===== src/rtl/core/rsa_pkg.sv =====
// shared types and constants for the ratio sqrt accumulate block
`timescale 1ns / 1ps
package rsa_pkg;

  localparam int ELEM_W = 16;
  localparam int NUM_W  = 32;
  localparam int Q_W    = 32;
  localparam int TERM_W = 16;
  localparam int SUM_W  = 48;
  localparam int CNT_W  = 3;

  // per-lane sequencer phases
  typedef enum logic [2:0] {
    L_IDLE,
    L_MUL,
    L_SQR,
    L_DEN,
    L_DIV,
    L_ROOT,
    L_DONE
  } lane_st_e;

  // top-level control phases
  typedef enum logic [1:0] {
    S_IDLE,
    S_RUN,
    S_MERGE
  } top_st_e;

endpackage


===== src/rtl/core/rsa_lane.sv =====
// one lane: squares, ratio by restoring division, integer square root
`timescale 1ns / 1ps
module rsa_lane #(
  parameter int FRAC_BITS = 12
) (
  input  logic                                clk_i,
  input  logic                                rst_ni,
  input  logic                                start_i,
  input  logic signed [rsa_pkg::ELEM_W-1:0]   u_i,
  input  logic signed [rsa_pkg::ELEM_W-1:0]   v_i,
  output logic        [rsa_pkg::TERM_W-1:0]   term_o,
  output logic                                done_o
);
  import rsa_pkg::*;

  localparam int F2  = 2 * FRAC_BITS;
  localparam int DW  = (((F2 + 1) > (62 - F2)) ? (F2 + 1) : (62 - F2)) + 1;
  localparam int DVW = NUM_W + F2;

  lane_st_e state_q, state_d;
  logic [4:0] cnt_q, cnt_d;

  logic signed [ELEM_W-1:0] u_q, v_q;
  logic [31:0]    uu_q, vv_q;
  logic [30:0]    pm_q;
  logic [NUM_W-1:0] num_q;
  logic [61:0]    p2_q;
  logic [DW-1:0]  den_q, rem_q;
  logic [Q_W-1:0] lo_q;
  logic [17:0]    srem_q;
  logic [TERM_W-1:0] root_q;

  logic signed [31:0] uu_s, vv_s, uv_s, uv_abs;
  logic [DVW-1:0] dvd;
  logic [DW:0]    rsh;
  logic           ge;
  logic [17:0]    sh2, trial;
  logic           ge2;

  // next phase
  always_comb begin
    state_d = state_q;
    case (state_q)
      L_IDLE:  if (start_i) state_d = L_MUL;
      L_MUL:   state_d = L_SQR;
      L_SQR:   state_d = L_DEN;
      L_DEN:   state_d = L_DIV;
      L_DIV:   if (cnt_q == 5'd31) state_d = L_ROOT;
      L_ROOT:  if (cnt_q == 5'd15) state_d = L_DONE;
      L_DONE:  state_d = L_IDLE;
      default: state_d = L_IDLE;
    endcase
  end

  // step counter and done flag
  always_comb begin
    cnt_d  = (state_d != state_q) ? 5'd0 : cnt_q + 5'd1;
    done_o = (state_q == L_DONE);
  end

  always_ff @(posedge clk_i or negedge rst_ni) begin
    if (!rst_ni) begin
      state_q <= L_IDLE;
      cnt_q   <= '0;
    end else begin
      state_q <= state_d;
      cnt_q   <= cnt_d;
    end
  end

  // datapath arithmetic
  always_comb begin
    uu_s   = 32'(u_q) * 32'(u_q);
    vv_s   = 32'(v_q) * 32'(v_q);
    uv_s   = 32'(u_q) * 32'(v_q);
    uv_abs = (uv_s < 0) ? -uv_s : uv_s;
    dvd    = DVW'(num_q) << F2;
    rsh    = {rem_q, lo_q[Q_W-1]};
    ge     = (rsh >= {1'b0, den_q});
    sh2    = {srem_q[15:0], lo_q[Q_W-1:Q_W-2]};
    trial  = {root_q, 2'b01};
    ge2    = (sh2 >= trial);
  end

  always_ff @(posedge clk_i) begin
    case (state_q)
      L_IDLE: begin
        if (start_i) begin
          u_q <= u_i;
          v_q <= v_i;
        end
      end
      L_MUL: begin
        uu_q <= uu_s;
        vv_q <= vv_s;
        pm_q <= uv_abs[30:0];
      end
      L_SQR: begin
        num_q <= uu_q + vv_q;
        p2_q  <= 62'(pm_q) * 62'(pm_q);
      end
      L_DEN: begin
        den_q  <= DW'(p2_q >> F2) + (DW'(1) << F2);
        rem_q  <= DW'(dvd >> Q_W);
        lo_q   <= dvd[Q_W-1:0];
        srem_q <= '0;
        root_q <= '0;
      end
      L_DIV: begin
        rem_q <= ge ? DW'(rsh - {1'b0, den_q}) : rsh[DW-1:0];
        lo_q  <= {lo_q[Q_W-2:0], ge};
      end
      L_ROOT: begin
        srem_q <= ge2 ? (sh2 - trial) : sh2;
        root_q <= {root_q[TERM_W-2:0], ge2};
        lo_q   <= {lo_q[Q_W-3:0], 2'b00};
      end
      default: ;
    endcase
  end

  assign term_o = root_q;

endmodule


===== config.mk =====
export PLATFORM = sky130hd
export DESIGN_NAME = rsa_lane
export DESIGN_NICKNAME = d
export VERILOG_FILES = /design/src/rtl/core/rsa_pkg.sv /design/src/rtl/core/rsa_lane.sv
export SDC_FILE = /design/constraint.sdc
export NUM_CORES = 2
export LEC_CHECK = 0
export ABC_AREA = 1
export ABC_CLOCK_PERIOD_IN_PS = 18450
export BUFFER_PORTS_ARGS = -buffer_cell sky130_fd_sc_hd__buf_2
export CORE_MARGIN = 1
export CORE_UTILIZATION = 30
export DETAILED_ROUTE_END_ITERATION = 6
export PLACE_DENSITY = 0.42
export SLEW_MARGIN = 10
export SYNTH_ARGS = -nofsm -noshare
export SYNTH_HDL_FRONTEND = slang
export SYNTH_SLANG_ARGS = --single-unit

===== constraint.sdc =====
create_clock -name clk_i -period 18.45 [get_ports clk_i]
set_clock_uncertainty 0.2 [all_clocks]
set_input_delay 1.845 -clock clk_i [delete_from_list [all_inputs] [get_ports clk_i]]
set_output_delay 1.845 -clock clk_i [all_outputs]
set_load 0.01 [all_outputs]

==> summary.txt <==
Setup path
  • CP max FO: 33
  • Worst path max stage delay: 0.70 ns
  • WP buf/inv: 6
  • Slowest cell on crit path: fa_1
  • Critical path's top delay family: adder cells
  • R2r worst-path depth: 24
  • Cell-by-cell trace of the critical path: buf_4, nand2_1, inv_1, fa_1, inv_1, fa_1, inv_1, fa_1, fa_1, fa_1, fa_1, ha_1, nand2_1, inv_1, nand2_1, nand2_1, a21oi_1, nand3_2, a21oi_1, nand3b_4, nand2_4, inv_4, nand2_1, xor2_1
  • CP Capture Type: register
  • Critical Path Source Type: register
  • Critical setup path kind: register to register
  • CP Depth: 24
  • CP dominant cell by count: fa_1
  • Worst EP arrival: 7.99 ns
  • CP required: 18.58 ns

Timing
  • Tightest Pin Transition: 1.05 ns
  • Period utilization: 0.426
  • Final Hold Viols: 0
  • Relative slew slack: 0.297
  • TNS Setup: 0 ns
  • Slew Limit Fails: 0
  • RSZ-0062 raised after global routing: false
  • Setup-failing EPs final: 0
  • Final hold slack: 0.231 ns
  • Fmax: 127 MHz
  • Minimum clock period after layout: 7.86 ns

Cells and area
  • Area growth, synth to finish: 7.61%
  • Diode count: 0
  • Share of cells above drive strength 1: 0.0320
  • Final #Nets: 10800

Placement
  • GP Congestion: 0.877
  • IO buf count: 51
  • Post-DP HPWL: 169000 um

Synthesis
  • Mapped Cells: 8741
  • Avg Cell Area, Syn: 8.54 sq um
  • EDFF count, synth: 337
  • Main flop type after synthesis: edfxtp_1
  • Post-synth top area share: 0.400
  • Most area-consuming cells after synthesis: fa_1 (40%), edfxtp_1 (14%), inv_1 (14%), ha_1 (10%), nand2_1 (8.8%)
  • Most common cell in the netlist: inv_1
  • Number of synthesized register bits: 345
  • Post-Syn Area: 0.0747 sq mm
  • Synth cell count leaders: inv_1 (2694), nand2_1 (1750), fa_1 (1492), ha_1 (603), nor2_1 (363)
  • Ys Warns: 0
  • Sequential area share after synthesis: 0.138
  • Netlist cell types: 57
  • FFs w/ async S/R, synth: 0.0232
  • Synth area leader: fa_1
  • Mapped Nets: 10900

Die
  • I/O Pins: 52
  • Die H: 501 um
  • Total core area: 0.247 sq mm
  • Initial core utilization: 0.303
  • Die Span X: 501 um
  • Die ar.: 0.251 sq mm
  • Num rows: 182

Outcome
  • Run status: completed

Clock network
  • Total CTS buffers: 46
  • Clock buffer depth: 3
  • Hold Buf Count CTS: 0
  • Post-CTS Resized: 0
  • CTS tree: yes
  • Setup Fix Bufs, Post-CTS: 0
  • Clock Tree Root: clkbuf_16
  • # H-tree levels: 2
  • Reg clk slew, reported paths: 0.08 ns
  • Clock latency on the worst-skew pair: 0.64 ns
  • CTS Sinks: 345

GRT
  • Vias in the first global route: 58500
  • First-pass GRT wire length: 332000 um
  • Total gr overflow: 0
  • Total GRT Usage: 0.169
  • Initial antenna violation count: 4
  • Largest net degree at the start of global routing: 75

Worst hold path
  • Min-Delay Path Depth: 0
  • Hold Path Class: register to register

Power and ir drop
  • Peak supply drop: 0.0000615 V
  • PD cells: 22.7 mW/mm^2
  • Lkg Pwr: 43.4 nW

Job
  • Max Cap Viol: 0

Detailed routing
  • Final WL: 207000 um
  • Drt pass-1 iters: 5
  • DR iter-0 viols: 2762
  • Vias/cell: 4.41
  • WL/cell: 17.2 um
  • Routed Antenna Nets: 0
  • Drt drc: 0
  • Via Count: 53100
==> path summary, 6_finish.rpt <==
path                          start          to  slack, ns
min reg2reg                p2_q[31]    den_q[7]       0.23
max reg2reg                  v_q[1]     pm_q[7]      10.59
min in group asynchronous    rst_ni    cnt_q[2]       0.86
max in group asynchronous    rst_ni  state_q[0]      17.02
max                          v_q[1]     pm_q[7]      10.59
min                        p2_q[31]    den_q[7]       0.23
==> metal layers <==
| metal | up-vias | global-route usage | wire length, um |
|---|---|---|---|
| met5 | - | 0 | 0 |
| met2 | 713 | 0.290 | 99200 |
| met1 | 26800 | 0.235 | 97600 |
| met3 | 138 | 0.0141 | 6370 |
| met4 | 0 | 0.0290 | 3430 |
| li1 | 25500 | - | - |
==> stage by stage <==
| step | cell area, sq um | power, mW | setup slack (ns) | std cells | utilization |
|---|---|---|---|---|---|
| after detailed placement | 78800 | 0.869 | 10.48 | 12000 | 0.319 |
| final | 80400 | 1.82 | 10.59 | 12000 | 0.326 |
| after global placement | 78800 | 0.869 | 10.47 | 12000 | 0.319 |
| after floorplan | 74700 | 0.864 | 10.76 | 8741 | - |
| after CTS | 80400 | 1.87 | 10.40 | 12000 | 0.326 |
| after global routing | 80400 | 1.89 | 10.0 | 12000 | 0.326 |
==> report_power, final <==
group	leakage, nW	switching, mW	internal, mW
clock network	0.773	0.404	0.566
registers	3.28	0	0.848
logic	39.4	0.00203	0.00249
==> cells in the final DEF (no fill, tap or decap), drive strengths merged, types with 28 or more instances in the layout <==
master / instances
clkbuf: 52
nand2: 1776
a31oi: 31
nor3: 44
a21oi: 289
o21bai: 28
fa: 1492
edfxtp: 337
inv: 2702
nand3: 138
xor2: 143
o21ai: 204
ha: 603
a21o: 39
nor2: 379
nand4: 64
xnor2: 105
buf: 128
==> registers in the layout, indices dropped and copies added, names as in the netlist <==
register	cells
pm_q	31
uu_q	31
srem_q	16
den_q	39
lo_q	32
cnt_q	5
term_o	16
u_q	16
v_q	16
vv_q	31
rem_q	39
state_q	3
num_q	32
p2_q	38
==> kinds of logic after synthesis <==
family,after synthesis,synth area share
buffers and inverters,2931,0.148
XOR/XNOR,248,0.0291
AO/OA/AOI/OAI,678,0.0512
flip-flops,345,0.138
AND/OR/NAND/NOR,2444,0.133
adder cells (fa/ha/maj),2095,0.501
==> layout make-up <==
cell class	count	area, sq um
Multi-Input combinational cell	5465	53400
Fill cell	26100	166000
Inverter	2700	10100
Clock buffer	52	1180
Tap cell	3312	4140
Timing Repair Buffer	128	833
Clock inverter	33	405
Sequential cell	345	10300
No activity file was read; power rests on OpenSTA's default activity.
