===== src/rtl/core/rsa_pkg.sv =====
// shared types and constants for the ratio sqrt accumulate block
`timescale 1ns / 1ps
package rsa_pkg;

  localparam int ELEM_W = 16;
  localparam int NUM_W  = 32;
  localparam int Q_W    = 32;
  localparam int TERM_W = 16;
  localparam int SUM_W  = 48;
  localparam int CNT_W  = 3;

  // per-lane sequencer phases
  typedef enum logic [2:0] {
    L_IDLE,
    L_MUL,
    L_SQR,
    L_DEN,
    L_DIV,
    L_ROOT,
    L_DONE
  } lane_st_e;

  // top-level control phases
  typedef enum logic [1:0] {
    S_IDLE,
    S_RUN,
    S_MERGE
  } top_st_e;

endpackage


===== src/rtl/core/rsa_merge.sv =====
// merges lane terms into the saturating running sum
`timescale 1ns / 1ps
module rsa_merge #(
  parameter int LANES = 4
) (
  input  logic                                   clk_i,
  input  logic                                   rst_ni,
  input  logic [LANES-1:0][rsa_pkg::TERM_W-1:0]  term_i,
  input  logic [LANES-1:0]                       mask_i,
  input  logic                                   add_i,
  input  logic                                   clear_i,
  output logic [rsa_pkg::SUM_W-1:0]              total_o,
  output logic                                   sat_o
);
  import rsa_pkg::*;

  localparam int TS_W = TERM_W + 3;

  logic [SUM_W-1:0] sum_q, sum_d;
  logic             ovf_q, ovf_d;
  logic [TS_W-1:0]  tsum;
  logic [SUM_W:0]   wide;

  // add the masked lane terms, clamp at the top
  always_comb begin
    tsum = '0;
    for (int i = 0; i < LANES; i++) begin
      if (mask_i[i]) tsum = tsum + TS_W'(term_i[i]);
    end
    wide    = {1'b0, sum_q} + (SUM_W + 1)'(tsum);
    total_o = wide[SUM_W] ? {SUM_W{1'b1}} : wide[SUM_W-1:0];
    sat_o   = ovf_q | wide[SUM_W];
    sum_d   = clear_i ? '0 : total_o;
    ovf_d   = clear_i ? 1'b0 : sat_o;
  end

  always_ff @(posedge clk_i or negedge rst_ni) begin
    if (!rst_ni) begin
      sum_q <= '0;
      ovf_q <= 1'b0;
    end else if (add_i) begin
      sum_q <= sum_d;
      ovf_q <= ovf_d;
    end
  end

endmodule


===== config.mk =====
export PLATFORM = sky130hd
export DESIGN_NAME = rsa_merge
export DESIGN_NICKNAME = d
export VERILOG_FILES = /design/src/rtl/core/rsa_pkg.sv /design/src/rtl/core/rsa_merge.sv
export SDC_FILE = /design/constraint.sdc
export NUM_CORES = 1
export LEC_CHECK = 0
export BUFFER_PORTS_ARGS = -buffer_cell sky130_fd_sc_hd__buf_4
export CORE_MARGIN = 3
export CORE_UTILIZATION = 55
export CTS_CLUSTER_DIAMETER = 80
export CTS_CLUSTER_SIZE = 14
export DETAILED_ROUTE_END_ITERATION = 6
export GPL_TIMING_DRIVEN = 0
export PLACE_DENSITY = 0.78
export REMOVE_ABC_BUFFERS = 1
export SETUP_SLACK_MARGIN = 0.15
export SLEW_MARGIN = 0
export SYNTH_ARGS = -nofsm -noshare
export SYNTH_HDL_FRONTEND = slang
export SYNTH_SLANG_ARGS = --single-unit

===== constraint.sdc =====
create_clock -name clk_i -period 10.45 [get_ports clk_i]
set_input_delay 0 -clock clk_i [delete_from_list [all_inputs] [get_ports clk_i]]
set_output_delay 0 -clock clk_i [all_outputs]
set_load 0.05 [all_outputs]

==> results of run 1 <==
where the power goes:
group | switching [W] | internal (W)
Combinational | 0.000884 | 0.000504
Clock | 0.0000770 | 0.0000881
Sequential | 0.0000197 | 0.000220
logic make-up (layout without fill, tap and decap cells):
logic type | Yosys count | in the layout | synth area share, %
muxes | 18 | 18 | 2.81
xor gates and xnor gates | 74 | 74 | 9.08
adders and majority gates | 67 | 67 | 12.2
AOI/OAI and AO/OA | 350 | 350 | 33.2
DFF | 49 | 49 | 17.2
buffers and inverters | 89 | 169 | 4.96
and+or+nand+nor | 302 | 302 | 20.6
sequential cells by signal, indices dropped and copies added (netlist names):
name and flops:
sum_q 48, ovf_q 1
placed cells by master (no fill, tap or decap), types with 4 or more instances in the layout:
cell type / instances
buf_4: 120
nand2_1: 114
a21oi_1: 96
ha_1: 63
xnor2_1: 58
nor2_1: 57
o21ai_0: 51
dfrtp_1: 49
inv_1: 35
a31oi_1: 32
a21o_1: 30
nand3_1: 25
nor3_1: 25
a22o_1: 19
xor2_1: 16
mux2_2: 16
a211oi_1: 16
and3_1: 15
a31o_2: 15
o211ai_1: 10
and2_1: 10
nand2b_1: 10
o31ai_1: 9
o21a_1: 8
and4_1: 7
o21bai_1: 7
nand4_1: 5
o22ai_1: 5
or3_1: 5
clkbuf_16: 5
nand3b_1: 4
nor3b_1: 4
or2_2: 4
a41oi_1: 4
a41o_1: 4
fa_1: 4
area by class of cell:
class                           instances  share of cell area (%)
Clock buffer                            5                    1.52
Timing Repair Buffer                  123                    11.6
Sequential cell                        49                    14.9
Inverter                               38                    1.73
Tap cell                              168                    2.55
Clock inverter                          3                   0.213
Multi-Input combinational cell        811                    67.5
stage by stage:
stage | worst slack [ns] | area [um^2] | total power, W | cells | hold slack [ns]
floorplan | 2.48 | 6920 | 0.00127 | 898 | -0.296
global placement | 1.21 | 8030 | 0.00160 | 1186 | 0.0762
detailed placement | 2.11 | 8090 | 0.00162 | 1188 | 0.0767
CTS | 2.06 | 8240 | 0.00179 | 1197 | 0.198
global route | 1.24 | 8240 | 0.00192 | 1197 | 0.235
finish | 1.99 | 8240 | 0.00179 | 1197 | 0.216
worst min-delay path by stage:
stage | start | end | slack (ns) | depth (start not counted)
detailed placement | rst_ni | sum_q[24] | 0.08 | 1
global route | add_i | sum_q[45] | 0.23 | 3
CTS | add_i | sum_q[27] | 0.20 | 3
floorplan | rst_ni | ovf_q | -0.30 | 0
finish | add_i | sum_q[31] | 0.22 | 2
global placement | rst_ni | sum_q[24] | 0.08 | 1
worst max-delay path: cells and delay by family:
family	cells	cell delay, ns
fa+ha+maj	5	1.61
xor+xnor	1	0.15
simple gates	7	1.45
buf+inv	2	0.45
compound gates	15	4.41
mux	2	0.36
metal layers:
layer	vias up	global-route usage, %	wire length (um)
met5	-	0	0
met3	20	2.59	1000
met4	0	6.01	275
met1	3489	39.0	9460
li1	3709	-	-
met2	221	40.9	8700
timing repair:
action                                 4_1_cts  5_1_grt
resized for setup                            0        0
setup endpoints to repair                    0        0
endpoints found under the hold margin       49        0
hold buffers                                 1        0
==> key figures, run 1 <==
Run status
  – Status: finished, final reports clean

CTS
  – Reg clk slew, reported paths: roughly 0.07 ns
  – TritonCTS buffer count: 5
  – Worst-skew pair later-pin latency: about 0.30 ns
  – H-Tree Depth: 2
  – CTS tree: yes
  – Clk Tree Root Cell: clkbuf_16
  – Clock Path Buffers: 2
  – Clock Sinks: 49
  – Post-CTS Setup Bufs: 0

Worst setup path
  – Arrival time worst endpoint: roughly 8.5 ns
  – CP peak stage delay: 1.03 ns
  – R2r setup slk: about 7 ns
  – Critical path's slowest cell: a211oi_1
  – Required time worst endpoint: roughly 10 ns
  – Worst Setup Start Kind: primary input
  – Largest fanout on the critical path: 36
  – Crit path capture: total_o[42]
  – FF-to-FF path depth: 10
  – Critical Path Sink Type: output pin
  – Reg2Reg Capture Point: sum_q[44]
  – CP most frequent cell: ha_1
  – Critical path type: in -> out
  – Critical Path Source: mask_i[0]
  – Launching point of the worst reg2reg path: sum_q[0]

Synth
  – Post-synth EDFFs: 0
  – Synth area leaders: dfrtp_1 (17%), ha_1 (11%), xnor2_1 (7.1%)
  – Largest area contributor in the netlist: dfrtp_1
  – Syn Area/Cell: 7.52 um^2
  – #FFs+latches synth: 49
  – Synth cell types: between 70 and 80
  – Async SR Flop Fraction: 100%
  – Main synth FF type: dfrtp_1
  – Gate Count Post-Synth: 949
  – Mapped cell area: roughly 0.007 mm^2
  – Sequential-to-total area share from yosys stat: approximately 17%
  – Top cells by count, synth: nand2_1 (114), a21oi_1 (96), ha_1 (63), xnor2_1 (58), nor2_1 (57)
  – Synth Warn #: 0
  – Synth top area share: 17.2%
  – Most frequent cell after synthesis: nand2_1

Finish
  – FILL cells: between 1000 and 1500
  – Share of cells above drive strength 1: between 10% and 20%
  – Inserted Diodes: 0
  – Final #Nets: about 1200
  – Layout area overhead: 15.5%
  – Register area: approximately 0.0012 mm^2
  – Multi-input logic area: 0.00557 mm^2
  – End-of-flow core utilization: 66.7%

Global routing
  – Antenna violations before repair: 0
  – Vias in the first global route: roughly 6600
  – Total Routing Usage GR: between 20% and 30%
  – Global-route wire length before repair: between 30000 and 40000 um
  – Grt ovf: 0
  – Largest net degree at the start of global routing: 59

Route
  – Remaining DRCs: 0
  – Via count: ~7400
  – WL/cell: about 16 um
  – Drt pass-1 iters: 5
  – Vias per inst: around 6.2
  – Initial DRC count: just over 700
  – Post-route ant nets: 0
  – Total Wirelength: a little under 20000 um

Timing
  – Final worst path period share: between 80 and 90%
  – Final Hold Viols: 0
  – Minimum clock period: 8.46 ns
  – Worst Skew: between 0.008 and 0.009 ns
  – Slew Limit Fails: 0
  – Final setup fails: 0
  – Setup TNS: 0 ns
  – Slew headroom: 10.2%
  – Least-Margin Pin Slew: ~1.3 ns
  – RSZ-0062 raised after global routing: false
  – Fmax: between 0.1 and 0.15 GHz

Floorplanning
  – Die Span Y: approximately 120 um
  – Die area: roughly 0.014 mm^2
  – Rows: 40
  – Die W: between 100 and 150 um
  – Core ar.: around 0.012 mm^2
  – Initial core utilization: approximately 58%
  – I/O pin count: 121

Power and ir drop
  – Static Leak: between 3 and 4 nW
  – Pwr/cell area: 218 mW/mm^2
  – Peak supply drop: approximately 0.45 mV

Place
  – RePlAce Congestion: 0.938
  – Buffers on Ports: 120
  – Post-DP HPWL: between 10000 and 15000 um

Job
  – Max Cap Viol: 0

Worst hold path
  – Hold WC Path Type: in -> reg
Note: power is estimated with default switching activity, not from simulation.
==> inputs of run 2 (changes only) <==
--- a/config.mk
+++ b/config.mk
@@ -5,14 +5,15 @@
 export SDC_FILE = /design/constraint.sdc
 export NUM_CORES = 1
 export LEC_CHECK = 0
+export ABC_AREA = 1
 export BUFFER_PORTS_ARGS = -buffer_cell sky130_fd_sc_hd__buf_4
 export CORE_MARGIN = 3
-export CORE_UTILIZATION = 55
+export CORE_UTILIZATION = 54
 export CTS_CLUSTER_DIAMETER = 80
 export CTS_CLUSTER_SIZE = 14
 export DETAILED_ROUTE_END_ITERATION = 6
 export GPL_TIMING_DRIVEN = 0
-export PLACE_DENSITY = 0.78
+export PLACE_DENSITY = 0.8
 export REMOVE_ABC_BUFFERS = 1
 export SETUP_SLACK_MARGIN = 0.15
 export SLEW_MARGIN = 0
==> constraint.sdc (replaced) <==
create_clock -name clk_i -period 7.2 [get_ports clk_i]
set_input_delay 0 -clock clk_i [delete_from_list [all_inputs] [get_ports clk_i]]
set_output_delay 0 -clock clk_i [all_outputs]
set_load 0.05 [all_outputs]
==> run 2 against run 1 <==
  * First-iteration DRC count is 21% higher
  * Setup slack worse by 1.4 ns
  * Sequential share of layout area is 1.3 points lower
  * Power grew 42%
  * Clock power is 72% higher
  * Via count up 24%
  * Combinational power is 37% higher
  * Cell count increased by 36%
  * Sequential power grew 47%
  * Largest power group unchanged
==> key figures, run 2 <==
Timing
  – Final Hold Viols: 0 (unchanged)
  – Slew headroom: 17.2% (+7.0 points)
  – Final worst path period share: between 90% and 100%
  – Worst Skew: 0.0117 ns (+0.00276 ns)
  – Fmax: 0.152 GHz
  – Slew Limit Fails: 0 (unchanged)
  – RSZ-0062 raised after global routing: false
  – Least-Margin Pin Slew: 1.23 ns (-0.108 ns)
  – Final setup fails: 0 (unchanged)
  – Minimum clock period: roughly 6.6 ns

Floorplanning
  – Core ar.: 0.0139 mm^2 (+13%)
  – Rows: 43 (+7.5%)
  – Die Span Y: 126 um (+4.8%)
  – I/O pin count: 121 (unchanged)
  – Die area: 0.0158 mm^2 (+9.7%)
  – Initial core utilization: 55.4% (-2.3 points)
  – Die W: 126 um (+4.8%)

Worst setup path
  – Reg2Reg Capture Point: sum_q[29]
  – Required time worst endpoint: 7.20 ns (-3.25 ns)
  – Critical path type: in -> out
  – Critical path's slowest cell: fa_1
  – Largest fanout on the critical path: 27 (-25%)
  – R2r setup slk: 4.37 ns (-2.51 ns)
  – Worst Setup Start Kind: primary input
  – Launching point of the worst reg2reg path: sum_q[0]
  – Critical Path Sink Type: output pin
  – CP most frequent cell: nand2_1
  – Arrival time worst endpoint: 6.60 ns (-1.86 ns)
  – CP peak stage delay: 0.45 ns (-0.58 ns)
  – FF-to-FF path depth: 12 (+2)

CTS
  – Clock Sinks: 49 (unchanged)
  – Reg clk slew, reported paths: 0.08 ns (about the same)
  – H-Tree Depth: 2 (unchanged)
  – TritonCTS buffer count: 5 (unchanged)
  – Clk Tree Root Cell: clkbuf_16
  – Worst-skew pair later-pin latency: 0.30 ns (about the same)
  – Clock Path Buffers: 2 (unchanged)
  – CTS tree: yes

Finish
  – Most frequent cells in the layout: nand2_1 (483), nand3_1 (154), inv_1 (143), buf_4 (120), nor2_1 (86)
  – Register area: 0.00123 mm^2 (unchanged)
  – Layout area overhead: 16.6%
  – Largest register by flop count: sum_q
  – Most common cell after layout, fill and taps aside: nand2_1
  – Multi-input logic area: 0.00585 mm^2 (+5.2%)
  – Final #Nets: 1582 (+36%)
  – FILL cells: 1344 (+22%)
  – Inserted Diodes: 0 (unchanged)
  – Top flop regs: sum_q (48), ovf_q (1)
  – Max FFs per register: 48 (unchanged)
  – Design Area, Final: 0.00900 mm^2 (+9.3%)
  – Share of cells above drive strength 1: 13.5% (-4.1 points)

Place
  – RePlAce Congestion: 1.02 (+9.3%)
  – Buffers on Ports: 120 (unchanged)
  – Dpl cell area: 0.00875 mm^2 (+8.2%)
  – Post-DP HPWL: 21200 um (+44%)

Job
  – Max Cap Viol: 0 (unchanged)

Power and ir drop
  – Peak supply drop: 0.336 mV (-25%)
  – Total power: 0.00254 W (+42%)
  – Pwr/cell area: 282 mW/mm^2 (+30%)
  – Static Leak: 4.98 nW (+27%)

Route
  – Total Wirelength: 25900 um (+33%)
  – Post-route ant nets: 0 (unchanged)
  – Via count: 9197 (+24%)
  – Remaining DRCs: 0 (unchanged)
  – Drt pass-1 iters: 6 (+1)
  – Vias per inst: 5.66 (-8.9%)
  – WL/cell: 15.9 um (-1.8%)
  – Initial DRC count: 865 (+21%)

Worst hold path
  – Hold WC Path Type: in -> reg
  – Hold EP: sum_q[32]
  – Hold path depth: 2 (unchanged)
  – Hold path start: add_i

Synth
  – Async SR Flop Fraction: 100% (unchanged)
  – Synth cell types: 42 (-45%)
  – Syn Area/Cell: 5.77 um^2 (-23%)
  – Synth top area share: 23.5% (+6.3 points)
  – Sequential-to-total area share from yosys stat: 15.9% (-1.3 points)
  – Mapped cell area: 0.00772 mm^2 (+8.3%)
  – Synth area leaders: nand2_1 (24%), dfrtp_1 (16%), ha_1 (10%)
  – Gate Count Post-Synth: 1338 (+41%)
  – Top cells by count, synth: nand2_1 (484), nand3_1 (154), inv_1 (143), nor2_1 (91), a21oi_1 (71)
  – Largest area contributor in the netlist: nand2_1
  – Most frequent cell after synthesis: nand2_1
  – Post-synth EDFFs: 0 (unchanged)
  – Synth Warn #: 0 (unchanged)
  – Main synth FF type: dfrtp_1
  – #FFs+latches synth: 49 (unchanged)

Global routing
  – Total Routing Usage GR: 31.8% (+5.6 points)
  – Grt ovf: 0 (unchanged)
  – Global-route wire length before repair: 41400 um (+30%)
  – Antenna violations before repair: 0 (unchanged)
  – Largest net degree at the start of global routing: 50 (-15%)
  – Vias in the first global route: 8540 (+30%)

Run status
  – Status: finished, final reports clean
run 2: cell count changes after synthesis, sizes merged, moves of 16 or more:
cell	change
xnor2	-43
a21o	-24
a21oi	-26
clkbuf	-24
nand2	+385
a211oi	-16
a22o	-19
a31oi	-29
mux2	-16
nor2	+35
inv	+118
nand4	+18
nand3	+136
run 2: per-layer routing:
metal / share of wire, % / vias up / global-route usage [%]
li1: - / 4585 / -
met1: 41 / 4177 / 40.0
met2: 48 / 376 / 55.4
met3: 6.8 / 59 / 3.72
met4: 3.7 / 0 / 12.6
met5: 0 / - / 0
run 2: through the flow:
| stage | util (%) | setup WS, ns | setup TNS, ns | hold WS [ns] | std cells |
|---|---|---|---|---|---|
| floorplan | - | 0.989 | 0 | -0.296 | 1313 |
| global placement | 62.6 | -0.401 | -17.85 | 0.0746 | 1613 |
| detailed placement | 62.8 | -0.426 | -21.06 | 0.0808 | 1614 |
| CTS | 64.1 | 0.273 | 0 | 0.0503 | 1623 |
| global route | 64.6 | 0.154 | 0 | 0.0530 | 1624 |
| finish | 64.6 | 0.604 | 0 | 0.0571 | 1624 |
run 2: cells by family (layout without fill, tap and decap cells):
| family | after synthesis | count (layout) | synth area share, % |
|---|---|---|---|
| and+or+nand+nor | 844 | 844 | 48.3 |
| buffers and inverters | 179 | 285 | 9.15 |
| AOI/OAI and AO/OA | 162 | 162 | 11.3 |
| adders and majority gates | 67 | 67 | 11.2 |
| DFF | 49 | 49 | 15.9 |
| xor gates and xnor gates | 37 | 37 | 4.20 |
run 2: how the worst max path moves through the flow:
stage / slack, ns / endpoint / depth (start not counted) / from
detailed placement: -0.43 / sum_q[40] / 33 / mask_i[0]
global placement: -0.40 / sum_q[40] / 33 / mask_i[0]
floorplan: 0.99 / sum_q[22] / 32 / term_i[0]
CTS: 0.27 / total_o[40] / 32 / mask_i[0]
global route: 0.15 / total_o[46] / 39 / mask_i[0]
finish: 0.60 / total_o[29] / 36 / mask_i[0]
run 2: final cells by class:
class | instances | area share [%]
clock inverters | 3 | 0.486
multi-input cells | 1110 | 65.0
flip-flops and latches | 49 | 13.6
well taps | 180 | 2.50
clock buffers | 5 | 1.39
repair buffers | 122 | 10.3
inverters | 154 | 6.56
repair inverters | 1 | 0.0973
run 2: power by group:
group | total [W] | internal [W] | switching, W | leakage (nW)
registers | 0.000354 | 0.000320 | 0.0000345 | 0.669
logic | 0.00191 | 0.000606 | 0.00130 | 4.23
clock network | 0.000283 | 0.000165 | 0.000118 | 0.0842
run 2: worst max-delay path: cells and delay by family:
kind	cells	cell delay [ns]
adders and majority gates	5	1.70
and+or+nand+nor	14	1.48
xor gates and xnor gates	2	0.34
AOI/OAI and AO/OA	10	2.26
buffers and inverters	5	0.83
run 2: repair_timing:
item                                   in CTS  in global routing
setup endpoints to repair                  76                 88
hold buffers                                1                  0
buffers inserted                            0                  0
gates cloned                                0                  1
gates resized for setup                     3                 23
endpoints found under the hold margin      49                  0
==> inputs of run 3 (changes only) <==
--- a/config.mk
+++ b/config.mk
@@ -7,7 +7,6 @@
 export LEC_CHECK = 0
 export ABC_AREA = 1
 export BUFFER_PORTS_ARGS = -buffer_cell sky130_fd_sc_hd__buf_4
-export CORE_MARGIN = 3
 export CORE_UTILIZATION = 54
 export CTS_CLUSTER_DIAMETER = 80
 export CTS_CLUSTER_SIZE = 14
==> run 3 against run 2 <==
  * Hold slack worse by 0.0063 ns
  * Sequential share of layout area about the same
  * Die area down 6.3%
  * Wire length down 1.5%
  * Sequential cell count unchanged
  * Via count down 1.0%
  * Clock-buffer cell count unchanged
  * Critical path depth down 4
  * Final area up 0.15%
  * First-iteration DRC count down 20%
  * Register-to-register slack about the same
==> key figures, run 3 (synthesis results as in run 2) <==
Finish
  – Largest register by flop count: sum_q
  – Max FFs per register: 48 (unchanged)
  – Share of cells above drive strength 1: 13.6% (+0.069 points)
  – Most frequent cells in the layout: nand2_1 (483), nand3_1 (153), inv_1 (143), buf_4 (119), nor2_1 (86)
  – Layout area overhead: 16.8%
  – Most common cell after layout, fill and taps aside: nand2_1
  – Inserted Diodes: 0 (unchanged)
  – Top flop regs: sum_q (48), ovf_q (1)
  – Final #Nets: 1582 (unchanged)

CTS
  – CTS tree: yes
  – H-Tree Depth: 2 (unchanged)
  – Clock Sinks: 49 (unchanged)
  – Worst-skew pair later-pin latency: 0.31 ns (about the same)
  – Clock Path Buffers: 2 (unchanged)
  – TritonCTS buffer count: 5 (unchanged)
  – Post-CTS Setup Bufs: 0 (unchanged)
  – Reg clk slew, reported paths: 0.08 ns (about the same)
  – Clk Tree Root Cell: clkbuf_16

Global routing
  – Grt ovf: 0 (unchanged)
  – Antenna violations before repair: 0 (unchanged)
  – Global-route wire length before repair: 41000 um (-0.88%)
  – Total Routing Usage GR: 35.2% (+3.4 points)
  – Vias in the first global route: 8561 (+0.25%)
  – Largest net degree at the start of global routing: 50 (unchanged)

Worst hold path
  – Hold WC Path Type: in -> reg
  – Hold path depth: 2 (unchanged)

Floorplanning
  – Rows: 43 (unchanged)
  – Die W: 122 um (-3.2%)
  – Initial core utilization: 55.4% (unchanged)
  – Die area: 0.0148 mm^2 (-6.3%)
  – Core ar.: 0.0139 mm^2 (unchanged)
  – I/O pin count: 121 (unchanged)
  – Die Span Y: 122 um (-3.2%)

Route
  – Vias per inst: 5.60 (-1.0%)
  – Total Wirelength: 25500 um (-1.5%)
  – Post-route ant nets: 0 (unchanged)
  – Via count: 9101 (-1.0%)
  – Initial DRC count: 694 (-20%)
  – Remaining DRCs: 0 (unchanged)
  – WL/cell: 15.7 um (-1.5%)
  – Drt pass-1 iters: 5 (-1)

Worst setup path
  – CP peak stage delay: 0.48 ns (+0.03 ns)
  – Arrival time worst endpoint: 6.56 ns (-0.04 ns)
  – Worst Setup Start Kind: primary input
  – Required time worst endpoint: 7.20 ns (about the same)
  – Critical path type: in -> out
  – R2r setup slk: 4.38 ns (about the same)
  – Critical Path Sink Type: output pin
  – CP most frequent cell: nand2_1
  – Largest fanout on the critical path: 27 (unchanged)
  – FF-to-FF path depth: 12 (unchanged)
  – Critical path's slowest cell: fa_1

Place
  – Buffers on Ports: 120 (unchanged)
  – Post-DP HPWL: 20900 um (-1.4%)
  – RePlAce Congestion: 1.03 (+0.96%)

Timing
  – Worst Skew: 0.0110 ns (-0.000676 ns)
  – Final Hold Viols: 0 (unchanged)
  – Least-Margin Pin Slew: 1.18 ns (-0.0551 ns)
  – RSZ-0062 raised after global routing: true
  – Minimum clock period: 6.56 ns (-0.0375 ns)
  – Fmax: 0.152 GHz (+0.57%)
  – Final worst path period share: 91.1% (-0.52 points)
  – Setup TNS: 0 ns (unchanged)
  – Slew Limit Fails: 0 (unchanged)
  – Final setup fails: 0 (unchanged)
  – Slew headroom: 20.9% (+3.7 points)

Power and ir drop
  – Peak supply drop: 0.225 mV (-33%)
  – Pwr/cell area: 282 mW/mm^2 (about the same)
  – Static Leak: 4.99 nW (+0.24%)
  – Total power: 0.00254 W (about the same)

Run status
  – Status: finished, final reports clean

Job
  – Max Cap Viol: 0 (unchanged)
[run 3: cell counts in the layout (fill, tap and decap cells not counted)]
No cell type changed its count.
[run 3: path summary, 6_finish.rpt]
check / from / end
min in group asynchronous: rst_ni / sum_q[7]
hold reg to reg: sum_q[46] / sum_q[46]
max in group asynchronous: rst_ni / sum_q[42]
setup reg to reg: sum_q[0] / sum_q[40]
setup / recovery: mask_i[0] / total_o[40]
hold / removal: add_i / sum_q[32]
[run 3: worst max-delay path: cells and delay by family]
family | cells | cell delay, ns
AOI/OAI and AO/OA | 10 | 2.58
xor gates and xnor gates | 2 | 0.23
adders and majority gates | 5 | 1.82
buffers and inverters | 6 | 0.76
and+or+nand+nor | 9 | 1.15
[run 3: final cells by class]
cell class / instances / area, um^2
timing repair inverter: 1 / 11.3
clock buffer: 5 / 125
inverter: 154 / 591
sequential: 49 / 1230
multi-input combinational: 1110 / 5850
timing repair buffer: 122 / 942
tap: 180 / 225
fill: 1414 / 4920
clock inverter: 3 / 43.8
[run 3: layer usage]
| metal | part of all wire, % | track usage (%) | vias to the layer above | routed length, um |
|---|---|---|---|---|
| li1 | - | - | 4584 | - |
| met1 | 42 | 42.6 | 4099 | 10600 |
| met2 | 47 | 61.9 | 341 | 12000 |
| met3 | 6.1 | 3.23 | 77 | 1550 |
| met4 | 5.3 | 18.1 | 0 | 1350 |
| met5 | 0 | 0 | - | 0 |
[run 3: report_power, final]
part | switching [W] | internal (W)
Combinational | 0.00129 | 0.000607
Sequential | 0.0000355 | 0.000320
Clock | 0.000125 | 0.000165
[run 3: stage by stage]
step / instance area, um^2 / hold slack [ns] / worst slack [ns] / utilization [%] / cells
after global placement: 8720 / 0.0793 / -0.408 / 62.6 / 1613
after floorplan: 7590 / -0.296 / 0.989 / - / 1313
after CTS: 8940 / 0.0568 / 0.293 / 64.2 / 1623
after global routing: 9020 / 0.0591 / 0.142 / 64.7 / 1624
after detailed placement: 8760 / 0.0806 / -0.389 / 62.8 / 1614
final: 9020 / 0.0508 / 0.641 / 64.7 / 1624
[run 3: timing repair]
action	4_1_cts	5_1_grt
gates resized for setup	3	23
endpoints found under the hold margin	49	0
hold buffers	1	0
gates cloned	0	1
pin swaps	0	2
endpoints found under the setup margin	61	93
